==> src/hw/rtl/nrth_pkg.sv <==
// Shared types and constants for the nearest ray/triangle hit block.
// Payload structs, ray configuration struct, sequencer codes.
// No dependencies.
`default_nettype none

package nrth_pkg;

  localparam int COORD_BITS = 32;
  localparam int INDEX_BITS = 16;
  localparam int FRAC_BITS  = 16;
  localparam int QDIV_BITS  = COORD_BITS + FRAC_BITS;
  localparam int CFG_IDX_BITS = 3;
  localparam int QUEUE_DEPTH  = 2;

  typedef logic signed [COORD_BITS-1:0] coord_t;
  typedef logic [INDEX_BITS-1:0] index_t;

  localparam coord_t QMAX = {1'b0, {(COORD_BITS-1){1'b1}}};
  localparam coord_t QMIN = {1'b1, {(COORD_BITS-1){1'b0}}};
  localparam coord_t ONE_Q = coord_t'(1) <<< FRAC_BITS;

  typedef struct packed {
    logic   func;
    coord_t v0_x;
    coord_t v0_y;
    coord_t v0_z;
    coord_t v1_x;
    coord_t v1_y;
    coord_t v1_z;
    coord_t v2_x;
    coord_t v2_y;
    coord_t v2_z;
    index_t tri_index;
    logic   last;
  } in_item_t;

  typedef struct packed {
    logic   hit;
    index_t hit_index;
    coord_t hit_t;
  } out_item_t;

  typedef struct packed {
    coord_t origin_x;
    coord_t origin_y;
    coord_t origin_z;
    coord_t dir_x;
    coord_t dir_y;
    coord_t dir_z;
    coord_t min_t;
    coord_t max_t;
  } ray_cfg_t;

  typedef enum logic [CFG_IDX_BITS-1:0] {
    CFG_ORIGIN_X = 3'd0,
    CFG_ORIGIN_Y = 3'd1,
    CFG_ORIGIN_Z = 3'd2,
    CFG_DIR_X    = 3'd3,
    CFG_DIR_Y    = 3'd4,
    CFG_DIR_Z    = 3'd5,
    CFG_MIN_T    = 3'd6,
    CFG_MAX_T    = 3'd7
  } cfg_reg_t;

  typedef enum logic [2:0] {
    ST_IDLE,
    ST_LOAD,
    ST_MUL,
    ST_ACC,
    ST_DSTART,
    ST_DWAIT,
    ST_CHECK,
    ST_FINISH
  } state_t;

  // Product sequences: two cross products, four dot products.
  typedef enum logic [2:0] {
    OP_S1,
    OP_DIV,
    OP_N1,
    OP_S2,
    OP_N2,
    OP_N3
  } op_t;

endpackage

`default_nettype wire

==> src/hw/rtl/nrth_front.sv <==
// Front end: accepts triangles and buffers them in a two-entry queue.
// Depends on nrth_pkg.
`default_nettype none

module nrth_front import nrth_pkg::*; (
  input  wire       clk,
  input  wire       rst_n,
  input  wire       in_valid,
  output logic      in_stall,
  input  in_item_t  in_data,
  output logic      q_valid,
  output in_item_t  q_item,
  input  wire       q_pop
);

  localparam int PW = $clog2(QUEUE_DEPTH);

  in_item_t           slot_r [QUEUE_DEPTH];
  logic [PW-1:0]      wr_ptr_r, rd_ptr_r;
  logic [PW:0]        count_r;
  logic               push;

  assign in_stall = (count_r == (PW+1)'(QUEUE_DEPTH));
  assign push     = in_valid && !in_stall;
  assign q_valid  = (count_r != '0);
  assign q_item   = slot_r[rd_ptr_r];

  // entry storage
  always_ff @(posedge clk) begin
    if (push) begin
      slot_r[wr_ptr_r] <= in_data;
    end
  end

  // pointers and fill count
  always_ff @(posedge clk) begin
    if (!rst_n) begin
      wr_ptr_r <= '0;
      rd_ptr_r <= '0;
      count_r  <= '0;
    end else begin
      if (push) begin
        wr_ptr_r <= wr_ptr_r + 1'b1;
      end
      if (q_pop) begin
        rd_ptr_r <= rd_ptr_r + 1'b1;
      end
      case ({push, q_pop})
        2'b10:   count_r <= count_r + 1'b1;
        2'b01:   count_r <= count_r - 1'b1;
        default: count_r <= count_r;
      endcase
    end
  end

endmodule

`default_nettype wire

==> config.mk <==
export PLATFORM = sky130hd
export DESIGN_NAME = nrth_front
export DESIGN_NICKNAME = d
export VERILOG_FILES = /design/src/hw/rtl/nrth_pkg.sv /design/src/hw/rtl/nrth_front.sv
export SDC_FILE = /design/constraint.sdc
export NUM_CORES = 1
export LEC_CHECK = 0
export CORE_ASPECT_RATIO = 0.75
export CORE_MARGIN = 2
export CORE_UTILIZATION = 40
export CTS_CLUSTER_DIAMETER = 30
export DETAILED_ROUTE_END_ITERATION = 7
export DONT_BUFFER_PORTS = 1
export HOLD_SLACK_MARGIN = 0.02
export PLACE_DENSITY = 0.61
export SLEW_MARGIN = 20
export SYNTH_ARGS = -nofsm -noshare
export SYNTH_HDL_FRONTEND = slang
export SYNTH_SLANG_ARGS = --single-unit
==> constraint.sdc <==
create_clock -name clk -period 13.3 [get_ports clk]
set_input_delay 2.66 -clock clk [delete_from_list [all_inputs] [get_ports clk]]
set_output_delay 2.66 -clock clk [all_outputs]
set_load 0.02 [all_outputs]
==> results.yml, run 1 <==
placement:
  place_congestion: 0.768
  placed_cell_area_um2: 23100
  io_buffers: 0
  dpl.hpwl_um: 29800
  dp_cells: 1683
critical_path:
  reg2reg_depth: 6
  cp-start-kind: "register"
  worstSetupEndpointType: "primary output"
  r2r-start: "count_r[0]$_SDFFE_PN0P_"
  critPathArrivalTime_ns: 3.18
  crit_end: "q_item[249]"
  worstSetupPathType: "reg -> out"
  reg2reg_to: "slot_r[0][106]$_DFFE_PP_"
  required_ns: 10.64
  reg2reg_slack_ns: 9.41
  critical_path.max_fanout: 76
yosys:
  synth_fp_nets: 1288
  synth-edff-count: 612
  synth.top_cell.area_share: 0.820
  syn_avg_cell_area_um2: 22.9
  synthFlopType: "edfxtp_1"
  yosysSeqAreaShare: 0.825
  ys_ff_latch: 617
  ys_top_cells_by_area: "edfxtp_1 (82%), mux2_2 (15%), buf_6 (1.4%), dfxtp_1 (0.45%), buf_2 (0.13%)"
  yosysUniqueCellTypes: 18
  ys_async_sr_fraction: 0
  syn_inst: 977
  synth_warnings: 0
  synth_top_area_cell: "edfxtp_1"
  mappedNetlistArea_um2: 22400
finish:
  final_nets: 1361
  fin_util: 0.477
  syn2layout_area_growth_pct: 18.5
  n_fill_cell: 4496
  final_area_um2: 26500
  diodes: 0
  layout_common_cells: "edfxtp_1 (612), mux2_2 (306), clkbuf_16 (98)"
  layout-drive-gt1-share: 0.423
  final_cell_count_no_fill: 1864
  mostFrequentLayoutCell: "edfxtp_1"
route:
  drcViolationCount: 0
  firstDrtPassIters: 4
  postRouteAntennaNets: 0
  vias: 9282
  wl_per_cell_um: 24.2
  drt_iter0_markers: 531
  routed_wl_um: 45100
  detail_route.vias_per_cell: 4.98
die:
  die_width_um: 277
  ios: 618
  die-area_um2: 57900
  rows: 75
  die_h_um: 209
  initial_utilization: 0.403
  core_area_um2: 55600
clocking:
  post-cts-setup-buffers: 0
  cts_made_buffers: 96
  hold_buffers: 0
  post_cts_resized: 0
  clock-sinks: 617
  path_clk_slew_ns: 0.05
  cts_htree_levels: 3
  clock_latency_ns: 0.61
  clockRootBuffer: "clkbuf_16"
  clock_tree.buffer_depth: 3
  cts_tree: "built"
grt:
  antenna_found_initial: 1
  overflow: 0
  grt_max_degree: 160
  grt_pass1_vias: 9755
  grt_util_all_layers: 0.150
  grt_pass1_wl_um: 64200
sta:
  grt_setup_unrepaired: "no"
  clock.fmax_mhz: 171
  worst_slew_pin_slew_ns: 1.14
  max-slew-margin-rel: 0.238
  fin_crit_ns: 5.84
  tns_ns: 0
  setup_viol: 0
  finalClockSkew_ns: 0.0219
  period_share: 0.439
  drv_slew: 0
  hold_viol: 0
power:
  p_per_area_nw_per_um2: 208
  p_leak_nw: 8.69
  ir_drop_mv: 0.112
outcome:
  outcome: "finished clean"
flow_run:
  maxCapViolations: 0
worst_hold_path:
  min_path_type: "reg -> reg"
[synthesized netlist by cell type (2+ instances only)]
library cell / n
a21boi_1: 2
and2_1: 3
buf_2: 6
buf_6: 28
dfxtp_1: 5
edfxtp_1: 612
inv_1: 2
mux2_2: 306
o21ai_0: 2
or3_1: 2
xnor2_1: 2
[layout make-up]
cell class              count  area, um^2  area share
flip-flops and latches    617       18500       0.697
multi-input cells         323        3570       0.135
clock buffers             105        2480      0.0934
clock inverters            76         990      0.0373
well taps                 731         915      0.0345
repair buffers              9        80.1     0.00302
inverters                   3        18.8    0.000707
[metal layers]
layer  share of wire  wire, um  vias up  global-route usage
li1                -         -     4090                   -
met1            0.34     15300     4705               0.150
met2            0.52     23400      403               0.256
met3            0.12      5230       82              0.0863
met4           0.025      1150        2              0.0603
met5         0.00038        17        -                   0
[worst min-delay path by stage]
| stage | start | endpoint | slack (ns) | cells after the start |
|---|---|---|---|---|
| after global routing | wr_ptr_r$_SDFFE_PN0P_ | wr_ptr_r$_SDFFE_PN0P_ | 0.55 | 2 |
| after global placement | wr_ptr_r$_SDFFE_PN0P_ | wr_ptr_r$_SDFFE_PN0P_ | 0.48 | 2 |
| final | wr_ptr_r$_SDFFE_PN0P_ | wr_ptr_r$_SDFFE_PN0P_ | 0.49 | 2 |
| after CTS | wr_ptr_r$_SDFFE_PN0P_ | wr_ptr_r$_SDFFE_PN0P_ | 0.49 | 2 |
| after floorplan | wr_ptr_r$_SDFFE_PN0P_ | wr_ptr_r$_SDFFE_PN0P_ | 0.46 | 2 |
| after detailed placement | wr_ptr_r$_SDFFE_PN0P_ | wr_ptr_r$_SDFFE_PN0P_ | 0.48 | 2 |
[report_power, final]
part	switching [W]	internal, W
sequential	0.0000429	0.00235
clock	0.000884	0.00173
combinational	0.000376	0.000140
[cell families after synthesis]
| group | synth area share |
|---|---|
| adder cells (fa/ha/maj) | 0.000558 |
| AND/OR/NAND/NOR | 0.00251 |
| XOR/XNOR | 0.00117 |
| buffers and inverters | 0.0159 |
| multiplexers | 0.154 |
| AO/OA/AOI/OAI | 0.00112 |
| flip-flops | 0.825 |
[stage by stage]
step | hold WS, ns | setup slack, ns | power (W)
after CTS | 0.493 | 7.41 | 0.00559
after global routing | 0.548 | 7.28 | 0.00571
after floorplan | 0.457 | 2.92 | 0.00291
final | 0.491 | 7.46 | 0.00552
after global placement | 0.482 | 7.37 | 0.00294
after detailed placement | 0.483 | 7.31 | 0.00295
[worst max-delay path: stages (launching register included)]
cell and delay, ns:
dfxtp_4 0.96, buf_4 0.91, mux2_2 0.51
[registers in the layout (all words and copies together) (netlist names), named ones only]
name	cells
wr_ptr_r	1
rd_ptr_r	1
count_r	2
slot_r	612
Note: power is estimated with default switching activity, not from simulation.
==> inputs of run 2 (changes only) <==
Settings changed: PLACE_DENSITY 0.61 to 0.63.
Clock period 13.3 ns to 4.73 ns, I/O delays scaled along.
==> results.yml, run 2 (synthesis gave the netlist of run 1 again) <==
outcome:
  outcome: "finished clean"
die:
  initial_utilization: 0.403
  core_area_um2: 55600
  ios: 618
  rows: 75
  die_width_um: 277
  die-area_um2: 57900
  die_h_um: 209
flow_run:
  maxCapViolations: 0
route:
  wl_per_cell_um: 24.9
  drt_iter0_markers: 571
  postRouteAntennaNets: 0
  firstDrtPassIters: 4
  routed_wl_um: 46700
  vias: 9412
  drcViolationCount: 0
  detail_route.vias_per_cell: 5.01
critical_path:
  required_ns: 3.78
  critPathArrivalTime_ns: 2.47
  crit_chain: "buf_12, mux2_2"
  worstSetupEndpointType: "primary output"
  r2r-start: "count_r[0]$_SDFFE_PN0P_"
  max_stage_delay_ns: 0.84
  critPathTopFamily: "flip-flops"
  reg2reg_depth: 5
  worstSetupPathType: "reg -> out"
  path_buf_inv: 1
  cp-start-kind: "register"
  cp_slowest_cell: "dfxtp_4"
  reg2reg_to: "slot_r[0][39]$_DFFE_PP_"
  critical_path.max_fanout: 70
  reg2reg_slack_ns: 2.29
power:
  p_sw_w: 0.00367
  p_seq_frac: 0.454
  ir_drop_mv: 0.420
  power.share.combinational: 0.102
  p_leak_nw: 8.67
  switching_share: 0.248
  internal_power_w: 0.0111
  p_per_area_nw_per_um2: 560
  p_clk_frac: 0.444
finish:
  final_area_um2: 26400
  mostFrequentLayoutCell: "edfxtp_1"
  n_fill_cell: 4529
  top_register: "slot_r"
  largest_reg_flops: 612
  top_regs: "slot_r x612, count_r x2"
  diodes: 0
  final_nets: 1381
  syn2layout_area_growth_pct: 18.1
  layout-drive-gt1-share: 0.439
  layout_common_cells: "edfxtp_1 (612), mux2_2 (306), clkbuf_16 (93)"
placement:
  io_buffers: 0
  placed_cell_area_um2: 23300
  place_congestion: 0.813
  dpl.hpwl_um: 32600
clocking:
  path_clk_slew_ns: 0.06
  clock-sinks: 617
  clock_latency_ns: 0.62
  cts_made_buffers: 92
  hold_buffers: 0
  cts_htree_levels: 3
  post_cts_resized: 0
  post-cts-setup-buffers: 0
  clockRootBuffer: "clkbuf_16"
  clock_tree.buffer_depth: 3
  cts_tree: "built"
worst_hold_path:
  hp-start: "in_data[2]"
  min_to: "slot_r[0][2]$_DFFE_PP_"
  min_path_type: "in -> reg"
  hold_depth: 0
sta:
  tns_ns: 0
  worst_slew_pin_slew_ns: 0.848
  clock.fmax_mhz: 293
  drv_slew: 0
  grt_setup_unrepaired: "no"
  fin_crit_ns: 3.42
  finalClockSkew_ns: 0.0262
  setup_viol: 0
  hold_viol: 0
  max-slew-margin-rel: 0.435
  period_share: 0.723
grt:
  grt_pass1_wl_um: 65900
  grt_util_all_layers: 0.156
  antenna_found_initial: 3
  grt_pass1_vias: 9948
  grt_max_degree: 74
  overflow: 0
run 2: layout make-up:
type / count / area, um^2 / area share
Multi-Input combinational cell: 323 / 3580 / 0.135
Inverter: 3 / 22.5 / 0.000852
Clock inverter: 73 / 758 / 0.0287
Tap cell: 731 / 915 / 0.0346
Clock buffer: 98 / 2350 / 0.0887
Sequential cell: 617 / 18500 / 0.699
Timing Repair Buffer: 33 / 348 / 0.0132
run 2: worst max-delay path by stage:
| stage | slack, ns | cells past startpoint | to |
|---|---|---|---|
| global placement | 1.91 | 4 | slot_r[0][35]$_DFFE_PP_ |
| finish | 1.31 | 2 | q_item[250] |
| CTS | 1.23 | 2 | q_item[250] |
| floorplan | -1.33 | 3 | slot_r[0][0]$_DFFE_PP_ |
| global route | 1.15 | 2 | q_item[124] |
| detailed placement | 1.89 | 4 | slot_r[0][35]$_DFFE_PP_ |
run 2: power by group through the flow:
stage	logic (W)	registers (W)	clock network [W]
5_1_grt	0.00159	0.00676	0.00698
3_5_place_dp	0.00153	0.00683	0
3_3_place_gp	0.00153	0.00682	0
2_1_floorplan	0.00125	0.00684	0
4_1_cts	0.00154	0.00672	0.00673
6_report	0.00151	0.00672	0.00658
run 2: metrics by stage:
step           hold WS (ns)  instances  total power [W]   util  setup WS, ns
2_1_floorplan         0.466        977          0.00809      -         -1.33
3_3_place_gp          0.491       1707          0.00834  0.419          1.91
3_5_place_dp          0.491       1707          0.00836  0.419          1.89
4_1_cts               0.367       1878           0.0150  0.475          1.23
5_1_grt               0.358       1878           0.0153  0.475          1.15
6_report              0.416       1878           0.0148  0.475          1.31
run 2: per-layer routing:
layer	GRT usage	wire, um	vias up
li1	-	-	4139
met1	0.161	16300	4765
met2	0.259	23600	415
met3	0.0929	5400	87
met4	0.0577	1300	6
met5	0	42	-
==> inputs of run 3 (changes only) <==
Clock period 4.73 ns to 2.9 ns, I/O delays scaled along.
==> results.yml, run 3 (synthesis gave the netlist of run 1 again) <==
route:
  drt_iter0_markers: 645
  postRouteAntennaNets: 0
  route.met3.wl_um: 4290
  firstDrtPassIters: 6
  vias: 10300
  wl_met2_um: 24600
  wl_met1_um: 17600
  routed_wl_um: 47700
  drcViolationCount: 0
  detail_route.vias_per_cell: 4.92
  top_layer: "met5"
  wl_per_cell_um: 22.9
worst_hold_path:
  hp-start: "in_data[97]"
  hold_depth: 0
  min_path_type: "in -> reg"
  min_to: "slot_r[0][97]$_DFFE_PP_"
finish:
  layout_common_cells: "edfxtp_1 (612), mux2_2 (306), dlygate4sd3_1 (199)"
  final_area_um2: 28600
  top_register: "slot_r"
  layout-drive-gt1-share: 0.373
  mostFrequentLayoutCell: "edfxtp_1"
  n_fill_cell: 4295
  syn2layout_area_growth_pct: 27.7
  largest_reg_flops: 612
  top_regs: "slot_r x612, count_r x2"
  diodes: 0
  final_nets: 1586
critical_path:
  reg2reg_depth: 6
  reg2reg_slack_ns: 0.79
  critPathArrivalTime_ns: 2.13
  cp-start-kind: "register"
  r2r-start: "count_r[0]$_SDFFE_PN0P_"
  worstSetupEndpointType: "primary output"
  required_ns: 2.32
  reg2reg_to: "slot_r[0][146]$_DFFE_PP_"
  worstSetupPathType: "reg -> out"
  critical_path.max_fanout: 68
grt:
  antenna_found_initial: 3
  overflow: 0
  grt_pass1_wl_um: 68400
  grt_max_degree: 77
  grt_util_all_layers: 0.157
  grt_pass1_vias: 10700
sta:
  drv_slew: 0
  hold_viol: 0
  period_share: 0.935
  max-slew-margin-rel: 0.610
  clock.fmax_mhz: 369
  tns_ns: 0
  fin_crit_ns: 2.71
  grt_setup_unrepaired: "no"
  worst_slew_pin_slew_ns: 0.586
  finalClockSkew_ns: 0.0255
  setup_viol: 0
power:
  p_sw_w: 0.00601
  p_clk_frac: 0.445
  power_w: 0.0247
  p_per_area_nw_per_um2: 865
  p_leak_nw: 9.56
  internal_power_w: 0.0187
  switching_share: 0.243
  ir_drop_mv: 0.581
  power.share.combinational: 0.112
  p_seq_frac: 0.442
clocking:
  path_clk_slew_ns: 0.05
  cts_tree: "built"
  cts_htree_levels: 3
  post_cts_resized: 0
  clock_latency_ns: 0.61
  cts_made_buffers: 89
  clock-sinks: 617
  clock_tree.buffer_depth: 3
  clockRootBuffer: "clkbuf_16"
die:
  ios: 618
  die_h_um: 209
  core_area_um2: 55600
  rows: 75
  initial_utilization: 0.403
  die-area_um2: 57900
  die_width_um: 277
placement:
  place_congestion: 0.839
  dpl.hpwl_um: 31400
  io_buffers: 0
  placed_cell_area_um2: 23500
outcome:
  outcome: "finished clean"
flow_run:
  maxCapViolations: 0
run 3: cell count changes in the layout (fill, tap and decap cells not counted), sizes merged:
cell,delta
clkbuf,-2
clkinv,-4
inv,-6
clkinvlp,+2
bufinv,+6
dlygate4sd3,+199
buf,+9
run 3: per-layer routing:
layer  vias to the layer above  GRT usage
met1                      5181      0.171
met3                        86     0.0748
li1                       4544          -
met2                       433      0.268
met5                         -          0
met4                         6     0.0579
run 3: power by group through the flow:
stage	Sequential, W	Clock, W	Combinational [W]
6_report	0.0109	0.0110	0.00278
3_3_place_gp	0.0111	0	0.00253
2_1_floorplan	0.0112	0	0.00204
3_5_place_dp	0.0111	0	0.00253
5_1_grt	0.0110	0.0116	0.00291
4_1_cts	0.0109	0.0112	0.00274
run 3: stage by stage:
step | setup WS (ns) | util | cells | hold slack, ns
2_1_floorplan | -2.79 | - | 977 | 0.467
3_3_place_gp | 0.795 | 0.421 | 1716 | 0.493
3_5_place_dp | 0.784 | 0.421 | 1716 | 0.499
4_1_cts | 0.105 | 0.505 | 2033 | 0.0200
5_1_grt | 0.0598 | 0.514 | 2082 | 0.0192
6_report | 0.189 | 0.514 | 2082 | 0.0684
run 3: timing repair:
| action | CTS | global route |
|---|---|---|
| endpoints found under the hold margin | 266 | 77 |
| hold buffers | 150 | 49 |
| setup buffers | 0 | 0 |
run 3: critical path: stages (launching register included):
cell and delay, ns:
dfxtp_4 0.59, buf_12 0.36, mux2_2 0.47
run 3: how the worst max path moves through the flow:
stage                                    endpoint  depth (start not counted)               startpoint  slack [ns]
final                                 q_item[206]                          2                 register        0.19
after global routing                    q_item[5]                          2                 register        0.06
after detailed placement  slot_r[0][38]$_DFFE_PP_                          6  count_r[0]$_SDFFE_PN0P_        0.78
after CTS                             q_item[206]                          2                 register        0.10
after global placement                q_item[203]                          2                 register        0.80
after floorplan            slot_r[0][0]$_DFFE_PP_                          3                 in_valid       -2.79
run 3: final cells by class:
| class | instances | area (um^2) | area share |
|---|---|---|---|
| inverter | 3 | 25.0 | 0.000875 |
| clock inverter | 71 | 876 | 0.0306 |
| multi-input combinational | 323 | 3580 | 0.125 |
| tap | 731 | 915 | 0.0320 |
| clock buffer | 96 | 2270 | 0.0795 |
| timing repair buffer | 241 | 2440 | 0.0855 |
| sequential | 617 | 18500 | 0.646 |
